### config.mk
export PLATFORM = sky130hd
export DESIGN_NAME = calendar_clock_tick
export DESIGN_NICKNAME = d
export VERILOG_FILES = /design/src/sv/cct_pkg.sv /design/src/sv/calendar_clock_tick.sv
export SDC_FILE = /design/constraint.sdc
export NUM_CORES = 1
export LEC_CHECK = 0
export ABC_AREA = 0
export BUFFER_PORTS_ARGS = -buffer_cell sky130_fd_sc_hd__buf_2
export CORE_MARGIN = 2
export CORE_UTILIZATION = 50
export DETAILED_ROUTE_END_ITERATION = 10
export GPL_TIMING_DRIVEN = 1
export PLACE_DENSITY = 0.79
export RECOVER_POWER = 50
export SLEW_MARGIN = 10
export SYNTH_ARGS = -nofsm -noshare
export SYNTH_HDL_FRONTEND = slang
export SYNTH_SLANG_ARGS = --single-unit
### constraint.sdc
create_clock -name clk -period 10.6 [get_ports clk]
set_input_delay 0 -clock clk [delete_from_list [all_inputs] [get_ports clk]]
set_output_delay 0 -clock clk [all_outputs]
set_load 0.005 [all_outputs]
### src/sv/cct_pkg.sv
package cct_pkg;

	localparam logic       OP_TICK = 1'b0;
	localparam logic       OP_LOAD = 1'b1;

	localparam logic [5:0] LAST_SECOND  = 6'd59;
	localparam logic [5:0] LAST_MINUTE  = 6'd59;
	localparam logic [4:0] LAST_HOUR    = 5'd23;
	localparam logic [2:0] LAST_WEEKDAY = 3'd7;
	localparam logic [3:0] LAST_MONTH   = 4'd12;
	localparam logic [4:0] NOON_HOUR    = 5'd12;

	// 25 * INV25 == 1 modulo 2**16; a multiple of 25 maps to no more than 65535 / 25
	localparam logic [15:0] INV25     = 16'h5C29;
	localparam logic [15:0] DIV25_MAX = 16'd2621;

	function automatic logic is_leap(input logic [15:0] y);
		logic [15:0] r;
		logic        div4;
		logic        div16;
		logic        div25;
		r     = y * INV25;
		div4  = (y[1:0] == 2'd0);
		div16 = (y[3:0] == 4'd0);
		div25 = (r <= DIV25_MAX);
		return div4 & (!div25 | div16);
	endfunction

	// invalid months count as 31 days long
	function automatic logic [4:0] month_days(input logic [3:0] m, input logic leap);
		logic [4:0] len;
		case (m)
			4'd2:                   len = leap ? 5'd29 : 5'd28;
			4'd4, 4'd6, 4'd9, 4'd11: len = 5'd30;
			default:                len = 5'd31;
		endcase
		return len;
	endfunction

endpackage

### src/sv/calendar_clock_tick.sv
// Real-time clock calendar. Each input word is a one-second tick or a load of a full
// date and time (operation selects); each word returns one output word with the full
// time after it. An input word is registered, then applied to the calendar registers,
// which also drive the output ports, so one word is taken every cycle while the output
// is not stalled. The leap flag of the following year is kept ready in a register, so
// the year rollover does not hold up the flow. Loaded values are stored as given, even out
// of range; after reset the calendar reads year 0, January 1, 00:00:00, weekday 1.
module calendar_clock_tick import cct_pkg::*; (
	input  logic        clk,
	input  logic        arst_n,
	input  logic        in_valid,
	output logic        in_stall,
	input  logic        operation,
	input  logic [15:0] set_year,
	input  logic [3:0]  set_month,
	input  logic [4:0]  set_day,
	input  logic [4:0]  set_hours,
	input  logic [5:0]  set_minutes,
	input  logic [5:0]  set_seconds,
	input  logic [2:0]  set_weekday,
	output logic        out_valid,
	input  logic        out_stall,
	output logic [15:0] year_now,
	output logic [3:0]  month_now,
	output logic [4:0]  day_now,
	output logic [4:0]  hours_now,
	output logic [5:0]  minutes_now,
	output logic [5:0]  seconds_now,
	output logic [2:0]  weekday_now,
	output logic        pm_flag,
	output logic        leap_flag
);

	logic        valid_s1;
	logic        op_s1;
	logic [15:0] year_s1;
	logic [3:0]  month_s1;
	logic [4:0]  day_s1;
	logic [4:0]  hours_s1;
	logic [5:0]  minutes_s1;
	logic [5:0]  seconds_s1;
	logic [2:0]  weekday_s1;
	logic        leap_s1;
	logic        leap_nx_s1;

	logic [15:0] year_q;
	logic [3:0]  month_q;
	logic [4:0]  day_q;
	logic [4:0]  hours_q;
	logic [5:0]  minutes_q;
	logic [5:0]  seconds_q;
	logic [2:0]  weekday_q;
	logic        leap_q;
	logic        leap_nx_q;
	logic        out_valid_q;

	logic accept;
	logic commit;

	logic [15:0] year_d;
	logic [3:0]  month_d;
	logic [4:0]  day_d;
	logic [4:0]  hours_d;
	logic [5:0]  minutes_d;
	logic [5:0]  seconds_d;
	logic [2:0]  weekday_d;
	logic        leap_d;
	logic        year_step;

	assign commit   = valid_s1 && (!out_valid_q || !out_stall);
	assign in_stall = valid_s1 && out_valid_q && out_stall;
	assign accept   = in_valid && !in_stall;

	always_ff @(posedge clk or negedge arst_n) begin
		if (!arst_n) begin
			valid_s1 <= 1'b0;
		end else if (accept) begin
			valid_s1 <= 1'b1;
		end else if (commit) begin
			valid_s1 <= 1'b0;
		end
	end

	// leap flags of the loaded year and the one after it are worked out on entry
	always_ff @(posedge clk) begin
		if (accept) begin
			op_s1      <= operation;
			year_s1    <= set_year;
			month_s1   <= set_month;
			day_s1     <= set_day;
			hours_s1   <= set_hours;
			minutes_s1 <= set_minutes;
			seconds_s1 <= set_seconds;
			weekday_s1 <= set_weekday;
			leap_s1    <= is_leap(set_year);
			leap_nx_s1 <= is_leap(set_year + 16'd1);
		end
	end

	always_comb begin
		logic sec_wrap;
		logic min_wrap;
		logic hour_wrap;
		logic day_wrap;
		logic mon_wrap;
		sec_wrap  = (seconds_q >= LAST_SECOND);
		min_wrap  = (minutes_q >= LAST_MINUTE);
		hour_wrap = (hours_q >= LAST_HOUR);
		day_wrap  = ({1'b0, day_q} + 6'd1) > {1'b0, month_days(month_q, leap_q)};
		mon_wrap  = (month_q >= LAST_MONTH);

		year_d    = year_q;
		month_d   = month_q;
		day_d     = day_q;
		hours_d   = hours_q;
		minutes_d = minutes_q;
		seconds_d = seconds_q;
		weekday_d = weekday_q;
		leap_d    = leap_q;
		year_step = 1'b0;

		if (op_s1 == OP_LOAD) begin
			year_d    = year_s1;
			month_d   = month_s1;
			day_d     = day_s1;
			hours_d   = hours_s1;
			minutes_d = minutes_s1;
			seconds_d = seconds_s1;
			weekday_d = weekday_s1;
			leap_d    = leap_s1;
		end else if (!sec_wrap) begin
			seconds_d = seconds_q + 6'd1;
		end else begin
			seconds_d = 6'd0;
			if (!min_wrap) begin
				minutes_d = minutes_q + 6'd1;
			end else begin
				minutes_d = 6'd0;
				if (!hour_wrap) begin
					hours_d = hours_q + 5'd1;
				end else begin
					hours_d   = 5'd0;
					weekday_d = (weekday_q >= LAST_WEEKDAY) ? 3'd1 : weekday_q + 3'd1;
					if (!day_wrap) begin
						day_d = day_q + 5'd1;
					end else begin
						day_d = 5'd1;
						if (!mon_wrap) begin
							month_d = month_q + 4'd1;
						end else begin
							month_d   = 4'd1;
							year_d    = year_q + 16'd1;
							leap_d    = leap_nx_q;
							year_step = 1'b1;
						end
					end
				end
			end
		end
	end

	always_ff @(posedge clk or negedge arst_n) begin
		if (!arst_n) begin
			year_q      <= 16'd0;
			month_q     <= 4'd1;
			day_q       <= 5'd1;
			hours_q     <= 5'd0;
			minutes_q   <= 6'd0;
			seconds_q   <= 6'd0;
			weekday_q   <= 3'd1;
			leap_q      <= 1'b1;
			leap_nx_q   <= 1'b0;
			out_valid_q <= 1'b0;
		end else begin
			if (commit) begin
				year_q    <= year_d;
				month_q   <= month_d;
				day_q     <= day_d;
				hours_q   <= hours_d;
				minutes_q <= minutes_d;
				seconds_q <= seconds_d;
				weekday_q <= weekday_d;
				leap_q    <= leap_d;
			end
			// refresh the next-year flag; a load brings its own
			if (commit && op_s1 == OP_LOAD) begin
				leap_nx_q <= leap_nx_s1;
			end else if (!(commit && year_step)) begin
				leap_nx_q <= is_leap(year_q + 16'd1);
			end
			if (commit) begin
				out_valid_q <= 1'b1;
			end else if (!out_stall) begin
				out_valid_q <= 1'b0;
			end
		end
	end

	assign out_valid   = out_valid_q;
	assign year_now    = year_q;
	assign month_now   = month_q;
	assign day_now     = day_q;
	assign hours_now   = hours_q;
	assign minutes_now = minutes_q;
	assign seconds_now = seconds_q;
	assign weekday_now = weekday_q;
	assign pm_flag     = (hours_q >= NOON_HOUR);
	assign leap_flag   = leap_q;

	a_hold_time: assert property (@(posedge clk) disable iff (!arst_n)
		!commit |=> $stable(seconds_now) && $stable(year_now) && $stable(day_now))
		else $error("calendar changed without a word");

	a_second_step: assert property (@(posedge clk) disable iff (!arst_n)
		commit && op_s1 == OP_TICK && seconds_q < 6'd58
		|=> seconds_now == $past(seconds_now) + 6'd1 && $stable(minutes_now))
		else $error("tick did not advance seconds");

	a_new_year: assert property (@(posedge clk) disable iff (!arst_n)
		commit && op_s1 == OP_TICK |=> $stable(year_now)
		|| (month_now == 4'd1 && day_now == 5'd1 && hours_now == 5'd0
		&& minutes_now == 6'd0 && seconds_now == 6'd0))
		else $error("year changed away from new year midnight");

	a_stall_full: assert property (@(posedge clk) disable iff (!arst_n)
		in_stall |-> valid_s1 && out_valid_q)
		else $error("input stalled with room to spare");

endmodule

==> results of run 1 <==
==> cells by family after synthesis <==
kind of cell,count (synthesis),synth area share
AO/OA/AOI/OAI,170,0.106
XOR/XNOR,89,0.0847
adder cells (fa/ha/maj),252,0.351
buffers and inverters,213,0.0795
flip-flops,97,0.264
multiplexers,15,0.0152
AND/OR/NAND/NOR,191,0.100
==> cells in the final DEF (no fill, tap or decap), types with 5 or more instances in the layout <==
| master | synthesis | routed |
|---|---|---|
| a211oi_1 | 6 | 6 |
| a21o_1 | 13 | 13 |
| a21oi_1 | 38 | 38 |
| a221o_1 | 5 | 5 |
| a22oi_1 | 12 | 12 |
| and3_1 | 7 | 7 |
| buf_2 | 4 | 65 |
| buf_4 | 0 | 5 |
| clkbuf_1 | 20 | 37 |
| clkbuf_16 | 0 | 10 |
| dfrtp_1 | 45 | 45 |
| dlygate4sd3_1 | 0 | 49 |
| edfxtp_1 | 48 | 48 |
| fa_1 | 53 | 53 |
| ha_1 | 199 | 199 |
| inv_1 | 186 | 186 |
| mux2i_1 | 12 | 12 |
| nand2_1 | 53 | 53 |
| nand2b_1 | 7 | 7 |
| nand3_1 | 30 | 30 |
| nor2_1 | 27 | 27 |
| nor2b_1 | 7 | 7 |
| nor3_1 | 19 | 19 |
| nor3b_1 | 5 | 5 |
| nor4_1 | 5 | 5 |
| o21ai_0 | 55 | 55 |
| xnor2_1 | 71 | 71 |
| xor2_1 | 12 | 12 |
==> through the flow <==
| step | power, mW | utilization | area [um^2] | setup slack [ps] | std cells |
|---|---|---|---|---|---|
| 4_1_cts | 3.80 | 0.585 | 11700 | 4790 | 1439 |
| 3_3_place_gp | 3.26 | 0.544 | 10900 | 5060 | 1374 |
| 5_1_grt | 4.18 | 0.583 | 11700 | 4200 | 1439 |
| 6_report | 3.77 | 0.583 | 11700 | 4540 | 1439 |
| 2_1_floorplan | 2.77 | - | 10100 | 5260 | 1027 |
| 3_5_place_dp | 3.40 | 0.544 | 10900 | 4890 | 1374 |
==> power by group through the flow <==
stage          registers (mW)  logic [mW]  clock network [mW]
3_5_place_dp            0.609        2.79                   0
2_1_floorplan           0.574        2.19                   0
6_report                0.607        2.80               0.366
4_1_cts                 0.603        2.82               0.370
3_3_place_gp            0.607        2.65                   0
5_1_grt                 0.621        3.18               0.383
==> final timing paths <==
path / from / to / slack [ps] / depth (start not counted)
min: set_year[0] / year_s1[0]$_DFFE_PP_ / 200 / 1
max reg2reg: year_now[0]$_DFFE_PN0P_ / leap_nx_q$_DFFE_PN0P_ / 4910 / 20
max in group asynchronous: arst_n / year_now[13]$_DFFE_PN0P_ / 7840 / 3
min in group asynchronous: arst_n / day_now[2]$_DFFE_PN0P_ / 1160 / 3
max: set_year[2] / leap_nx_s1$_DFFE_PP_ / 4540 / 25
min reg2reg: hours_s1[2]$_DFFE_PP_ / hours_now[2]$_DFFE_PN0P_ / 470 / 2
==> worst max-delay path, delay by kind of cell <==
kind | cells | cell delay, ps
simple gates | 3 | 870
buf+inv | 7 | 1180
xor+xnor | 7 | 1390
compound gates | 1 | 130
fa+ha+maj | 7 | 2580
==> final cells by class <==
cell class,count,area (um^2),share of cell area
Multi-Input combinational cell,717,6660,0.570
Sequential cell,97,2670,0.229
Tap cell,270,338,0.0289
Timing Repair Buffer,153,981,0.0839
Inverter,186,698,0.0597
Clock inverter,2,60.1,0.00514
Clock buffer,14,275,0.0236
==> flip-flops by register name, indices dropped and copies added (netlist names), 3 cells and up <==
name and cells:
seconds_s1 6, minutes_s1 6, year_now 16, minutes_now 6, day_s1 5, hours_now 5, day_now 5, month_s1 4
weekday_now 3, seconds_now 6, month_now 4, year_s1 16, hours_s1 5, weekday_s1 3
==> routing by layer <==
metal / share of wire / GRT usage / up-vias / wire (um)
li1: - / - / 3779 / -
met4: 0.027 / 0.0704 / 0 / 622
met3: 0.051 / 0.0391 / 42 / 1200
met5: 0 / 0 / - / 0
met1: 0.42 / 0.280 / 3748 / 9780
met2: 0.51 / 0.399 / 226 / 11800
==> repair_timing <==
item,in CTS,in global routing
endpoints found under the hold margin,92,0
gates resized for setup,0,0
hold buffers,49,0
==> flow_summary.json, run 1 <==
{
  "outcome": "finished, violations left",
  "failed_checks": "max-capacitance violations, max-slew violations",
  "cts_buffers": 9,
  "maxSlewHeadroom": -0.862,
  "setup_viol": 0,
  "syn_area_um2": 10100,
  "drive_gt1_frac": 0.0924,
  "pwr-share-seq": 0.161,
  "setup_tns_ps": 0,
  "yosysMostFrequentCell": "ha_1",
  "clock_path_buffers": 2,
  "drtIter0Drc": 499,
  "fmax_mhz": 165,
  "p_int_mw": 2.09,
  "critPathArrivalTime_ps": 6150,
  "comb_power_share": 0.742,
  "cts_root_buf": "clkbuf_16",
  "fp.dieArea_um2": 21400,
  "ant_nets": 0,
  "gp_congestion": 0.878,
  "crit_path_max_fanout": 8,
  "synth_seq_area_share": 0.264,
  "vdd_ir_drop_max_uv": 308,
  "avgRoutedWirePerCell_um": 16.3,
  "crit_required_ps": 10680,
  "post_cts_buffers": 0,
  "syn-instance-count": 1027,
  "fp-row-count": 52,
  "synth.net_count": 1329,
  "synth.top_cells.by_area": "ha_1, edfxtp_1, dfrtp_1",
  "via_per_inst": 5.42,
  "clkLatencyLatePin_ps": 350,
  "whs_ps": 202,
  "synth_ff_type": "edfxtp_1",
  "nNetsFinal": 1466,
  "power.leakage_nw": 5.69,
  "grt_pass1_wl_um": 38800,
  "num_vias": 7795,
  "syn2layout_area_growth_pct": 15.3,
  "hp-class": "input port to register",
  "crit_top_cell": "xnor2_1",
  "yosys.area.top_type": "ha_1",
  "dr.pass1.iters": 5,
  "hold_viol": 0,
  "top_level_ports": 99,
  "yosysUniqueCellTypes": 73,
  "cp-end-kind": "register",
  "maxSlewViolCount": 50,
  "yosysWarningCount": 0,
  "fin_crit_ps": 6060,
  "port_buffers": 98,
  "die_h_um": 146,
  "antennaDiodeCount": 0,
  "antenna_found_initial": 0,
  "start_kind": "input port",
  "skew_ps": 8.83,
  "dp_hpwl_um": 17800,
  "worstMarginPinSlew_ps": 2790,
  "synthArstFlopShare": 0.505,
  "die_x_um": 146,
  "cp_slowest_cell": "fa_1",
  "grt_usage": 0.225,
  "synth_top_cell_area_share": 0.246,
  "grt_max_degree": 50,
  "htree_levels": 3,
  "fillCellCount": 1674,
  "ys_ff_latch": 97,
  "clockPowerShare": 0.097,
  "syn_area_per_cell_um2": 9.86,
  "synthTopCellsByCount": "ha_1, inv_1, xnor2_1, o21ai_0",
  "wirelength_um": 23400,
  "gr-total-overflow": 0,
  "power.density_nw_per_um2": 322,
  "path_clk_slew_ps": 60,
  "critical_path_class": "input port to register",
  "switching_share": 0.444,
  "fin_crit_sh": 0.572,
  "rsz0062_at_grt": "false",
  "cpPeakStageDelay_ps": 530,
  "cts_tree": "built",
  "grt_pass1_vias": 7940,
  "start_util": 0.506,
  "cap_violations": 1,
  "core_area_um2": 20000,
  "drc": 0,
  "synth_edf_count": 48,
  "clock_sinks": 97,
  "switching_power_mw": 1.67
}
No activity file was read; power rests on OpenSTA's default activity.
==> run 2, diff against run 1 <==
--- a/config.mk
+++ b/config.mk
@@ -11,7 +11,7 @@
 export CORE_UTILIZATION = 50
 export DETAILED_ROUTE_END_ITERATION = 10
 export GPL_TIMING_DRIVEN = 1
-export PLACE_DENSITY = 0.79
+export PLACE_DENSITY = 0.82
 export RECOVER_POWER = 50
 export SLEW_MARGIN = 10
 export SYNTH_ARGS = -nofsm -noshare
==> constraint.sdc (replaced) <==
create_clock -name clk -period 5.4 [get_ports clk]
set_input_delay 0 -clock clk [delete_from_list [all_inputs] [get_ports clk]]
set_output_delay 0 -clock clk [all_outputs]
set_load 0.005 [all_outputs]
==> flow_summary.json, run 2 (synthesis gave the netlist of run 1 again) <==
{
  "outcome": "finished, violations left",
  "failed_checks": "max-capacitance violations, max-slew violations",
  "wirelength_um": 25000,
  "fin_util": 0.594,
  "comb_power_share": 0.771,
  "cpLargestDelayFamily": "adder cells",
  "fp-row-count": 52,
  "clockPowerShare": 0.080,
  "fin_cells": 1462,
  "maxSlewHeadroom": -0.795,
  "path_clk_slew_ps": 70,
  "port_buffers": 98,
  "drc": 0,
  "met1_length_um": 9870,
  "worst-r2r-cell-count": 20,
  "crit_path_max_fanout": 7,
  "min-delay-start": "set_year[3]",
  "dp.cells": 1401,
  "cp_num_cells": 20,
  "fin_crit_ps": 5180,
  "grt_pass1_vias": 8378,
  "cp_slowest_cell": "or4b_2",
  "power.density_nw_per_um2": 660,
  "dp_hpwl_um": 18600,
  "switching_share": 0.453,
  "critical_path_class": "register to register",
  "drtIter0Drc": 513,
  "num_vias": 8120,
  "min_to": "year_s1[3]$_DFFE_PP_",
  "finalInstanceArea_um2": 11900,
  "power.leakage_nw": 5.80,
  "antennaDiodeCount": 0,
  "grt_pass1_wl_um": 40400,
  "wl_met3_um": 1360,
  "pwr-share-seq": 0.149,
  "syn2layout_area_growth_pct": 17.5,
  "grt_usage": 0.234,
  "core_area_um2": 20000,
  "final_cell_mix": "ha_1, inv_1, xnor2_1, buf_2, o21ai_0",
  "hp-class": "input port to register",
  "dr.pass1.iters": 6,
  "hold_path_depth": 2,
  "rrSetupSlack_ps": 220,
  "grt_max_degree": 50,
  "vdd_ir_drop_max_uv": 628,
  "crit_required_ps": 5630,
  "wl_met2_um": 13000,
  "via_per_inst": 5.55,
  "whs_ps": 25.6,
  "path_buf_inv": 2,
  "path_cells": "ha_2 > and3_4 > nor2b_2 > nand3_1 > xnor2_1 > ha_1 > inv_1 > fa_1 > inv_1 > ha_1 > ha_1 > fa_1 > ha_4 > ha_4 > or4b_2 > nand3_1 > or3b_1 > a221oi_2 > a22oi_1 > a31oi_1",
  "setup_viol": 0,
  "nNetsFinal": 1489,
  "die_h_um": 146,
  "cp-end-kind": "register",
  "switching_power_mw": 3.56,
  "r2r_end": "leap_nx_q$_DFFE_PN0P_",
  "cap_violations": 1,
  "critPathArrivalTime_ps": 5410,
  "route.top_layer_used": "met4",
  "p_int_mw": 4.30,
  "crit_top_cell": "ha_1",
  "fmax_mhz": 193,
  "fin_crit_sh": 0.959,
  "start_kind": "register",
  "clock_path_buffers": 2,
  "placed_area_um2": 11100,
  "gp_congestion": 0.931,
  "die_x_um": 146,
  "hold_viol": 0,
  "cts_tree": "built",
  "start_util": 0.506,
  "cts_root_buf": "clkbuf_16",
  "drive_gt1_frac": 0.132,
  "skew_ps": 10.8,
  "ant_nets": 0,
  "htree_levels": 3,
  "worstMarginPinSlew_ps": 2690,
  "gr-total-overflow": 0,
  "clkLatencyLatePin_ps": 360,
  "clock_sinks": 97,
  "avgRoutedWirePerCell_um": 17.1,
  "rr_startpoint": "year_now[1]$_DFFE_PN0P_",
  "cts_buffers": 9,
  "fp.dieArea_um2": 21400,
  "cpPeakStageDelay_ps": 640,
  "maxSlewViolCount": 50,
  "antenna_found_initial": 0,
  "top_level_ports": 99,
  "layout_commonest_cell": "ha_1"
}
run 2: layer usage:
metal,vias to the layer above,GRT usage
li1,3825,-
met1,3912,0.279
met2,317,0.433
met3,66,0.0281
met4,0,0.0854
met5,-,0
run 2: stage by stage:
step           TNS [ps]  power [mW]  worst slack (ps)
2_1_floorplan         0        5.43              60.5
3_3_place_gp          0        6.54               237
3_5_place_dp          0        6.82              42.6
4_1_cts               0        7.52              80.3
5_1_grt           -25.4        8.64             -25.4
6_report              0        7.86               220
run 2: power groups by stage:
stage	clock (mW)	combinational [mW]	sequential, mW
after floorplan	0	4.30	1.13
after global placement	0	5.38	1.16
after detailed placement	0	5.64	1.17
after CTS	0.639	5.73	1.16
after global routing	0.664	6.78	1.20
final	0.632	6.06	1.17
run 2: worst max path at each step:
stage	end	slack, ps	from
2_1_floorplan	leap_nx_q$_DFFE_PN0P_	60	year_now[0]$_DFFE_PN0P_
3_3_place_gp	leap_nx_q$_DFFE_PN0P_	240	year_now[1]$_DFFE_PN0P_
3_5_place_dp	leap_nx_s1$_DFFE_PP_	40	set_year[1]
4_1_cts	leap_nx_s1$_DFFE_PP_	80	set_year[7]
5_1_grt	leap_nx_q$_DFFE_PN0P_	-30	year_now[1]$_DFFE_PN0P_
6_report	leap_nx_q$_DFFE_PN0P_	220	year_now[1]$_DFFE_PN0P_
run 2: cell type report:
class                           count  area (um^2)
Tap cell                          270          338
Sequential cell                    97         2670
Timing Repair Buffer              176         1150
Inverter                          186          698
Clock inverter                      7         62.6
Multi-Input combinational cell    717         6760
Clock buffer                        9          225
Fill cell                        1592         8130
run 2: timing repair:
item | 4_1_cts | 5_1_grt
endpoints found under the setup margin | 0 | 2
hold buffers | 44 | 0
buffers inserted | 0 | 1
gates resized for setup | 0 | 21
hold endpoints to repair | 87 | 0
==> run 3, diff against run 2 <==
--- a/config.mk
+++ b/config.mk
@@ -8,10 +8,10 @@
 export ABC_AREA = 0
 export BUFFER_PORTS_ARGS = -buffer_cell sky130_fd_sc_hd__buf_2
 export CORE_MARGIN = 2
-export CORE_UTILIZATION = 50
+export CORE_UTILIZATION = 45
 export DETAILED_ROUTE_END_ITERATION = 10
 export GPL_TIMING_DRIVEN = 1
-export PLACE_DENSITY = 0.82
+export PLACE_DENSITY = 0.76
 export RECOVER_POWER = 50
 export SLEW_MARGIN = 10
 export SYNTH_ARGS = -nofsm -noshare
==> flow_summary.json, run 3 (synthesis gave the netlist of run 1 again) <==
{
  "cpPeakStageDelay_ps": 540,
  "start_util": 0.461,
  "failed_checks": "max-capacitance violations, max-slew violations",
  "cp_slowest_cell": "dlygate4sd3_1",
  "die_x_um": 154,
  "power.leakage_nw": 5.88,
  "grt_pass1_wl_um": 38400,
  "fp.dieArea_um2": 23700,
  "drive_gt1_frac": 0.141,
  "cap_violations": 1,
  "drc": 0,
  "nNetsFinal": 1496,
  "switching_power_mw": 3.38,
  "wirelength_um": 23700,
  "antennaDiodeCount": 0,
  "hold_viol": 0,
  "p_int_mw": 4.29,
  "critPathArrivalTime_ps": 5280,
  "cts_buffers": 9,
  "final_cell_mix": "ha_1, inv_1, buf_2, xnor2_1, o21ai_0",
  "skew_ps": 6.27,
  "crit_path_max_fanout": 6,
  "cts_root_buf": "clkbuf_16",
  "crit_required_ps": 5480,
  "syn2layout_area_growth_pct": 18.9,
  "maxSlewViolCount": 50,
  "grt_usage": 0.200,
  "path_clk_slew_ps": 70,
  "clock_path_buffers": 2,
  "top_level_ports": 99,
  "rrSetupSlack_ps": 210,
  "power.density_nw_per_um2": 637,
  "clockPowerShare": 0.090,
  "worstMarginPinSlew_ps": 2750,
  "layout_commonest_cell": "ha_1",
  "ant_nets": 0,
  "port_buffers": 98,
  "start_kind": "input port",
  "clock_sinks": 97,
  "htree_levels": 3,
  "grt_max_degree": 50,
  "core_area_um2": 22000,
  "drtIter0Drc": 385,
  "cts_tree": "built",
  "hp-class": "input port to register",
  "gp_congestion": 0.914,
  "die_h_um": 154,
  "crit_end": "leap_nx_s1$_DFFE_PP_",
  "dr.pass1.iters": 5,
  "fin_crit_ps": 5200,
  "worst-r2r-cell-count": 20,
  "antenna_found_initial": 0,
  "grt_pass1_vias": 7903,
  "pwr-share-seq": 0.153,
  "fp-row-count": 54,
  "fmax_mhz": 192,
  "startpoint": "set_year[4]",
  "setup_viol": 0,
  "cp-end-kind": "register",
  "critical_path_class": "input port to register",
  "dp_hpwl_um": 18300,
  "whs_ps": 219,
  "fin_crit_sh": 0.963,
  "r2r_end": "leap_nx_q$_DFFE_PN0P_",
  "comb_power_share": 0.757,
  "switching_share": 0.440,
  "gr-total-overflow": 0,
  "outcome": "finished, violations left",
  "avgRoutedWirePerCell_um": 16.1,
  "via_per_inst": 5.30,
  "rr_startpoint": "year_now[1]$_DFFE_PN0P_",
  "p_total_mw": 7.67,
  "path_cells": "buf_2 > dlygate4sd3_1 > buf_4 > ha_1 > nand4_1 > or3_1 > xnor2_1 > ha_1 > inv_1 > fa_1 > inv_1 > ha_1 > inv_1 > fa_1 > inv_1 > fa_1 > ha_1 > ha_4 > or3_1 > o21ai_0 > a21oi_1 > xnor2_1 > a41oi_1",
  "maxSlewHeadroom": -0.836,
  "clkLatencyLatePin_ps": 350,
  "vdd_ir_drop_max_uv": 568,
  "num_vias": 7841
}
## run 3: worst max-delay path: cells and delay by family
kind,cells,cell delay [ps]
buffers and inverters,7,970
XOR/XNOR,2,320
adder cells (fa/ha/maj),8,2850
AND/OR/NAND/NOR,3,810
AO/OA/AOI/OAI,3,310
## run 3: what timing repair did
action,4_1_cts,5_1_grt
setup buffers,0,2
setup endpoints to repair,0,2
endpoints found under the hold margin,89,1
gates resized for setup,0,25
hold buffers,46,1
## run 3: metrics by stage
stage,setup TNS (ps),util,instance area (um^2),cells,setup slack [ps]
after global placement,0,0.507,11100,1414,196
after global routing,-82.7,0.549,12000,1479,-41.8
after floorplan,0,-,10100,1027,60.5
after detailed placement,0,0.507,11100,1414,50.2
final,0,0.549,12000,1479,200
after CTS,0,0.543,11900,1476,33.3
## run 3: area by class of cell
cell class / instances / area [um^2]
flip-flops and latches: 97 / 2680
fillers: 1845 / 9910
multi-input cells: 717 / 6790
clock inverters: 7 / 92.6
well taps: 280 / 350
repair buffers: 183 / 1210
inverters: 186 / 698
clock buffers: 9 / 225
## run 3: routing by layer
metal | vias up | GRT usage | wire [um] | part of all wire
met5 | - | 0 | 0 | 0
met4 | 0 | 0.0579 | 535 | 0.023
met3 | 30 | 0.0310 | 1040 | 0.044
met2 | 196 | 0.350 | 11900 | 0.50
met1 | 3773 | 0.258 | 10300 | 0.43
li1 | 3842 | - | - | -
## run 3: how the worst min path moves through the flow
stage           startpoint                      to  cells past startpoint
3_3_place_gp        arst_n  day_now[2]$_DFFE_PN0P_                      2
3_5_place_dp        arst_n  day_now[2]$_DFFE_PN0P_                      2
2_1_floorplan       arst_n  day_now[1]$_DFFE_PN0P_                      0
4_1_cts        set_year[4]    year_s1[4]$_DFFE_PP_                      2
6_report       set_year[1]    year_s1[1]$_DFFE_PP_                      2
5_1_grt        set_year[1]    year_s1[1]$_DFFE_PP_                      2
## run 3: power groups by stage
| stage | Sequential, mW | Combinational (mW) | Clock, mW |
|---|---|---|---|
| floorplan | 1.13 | 4.30 | 0 |
| global placement | 1.17 | 5.34 | 0 |
| detailed placement | 1.17 | 5.61 | 0 |
| CTS | 1.16 | 5.66 | 0.701 |
| global route | 1.20 | 6.50 | 0.725 |
| finish | 1.18 | 5.81 | 0.688 |
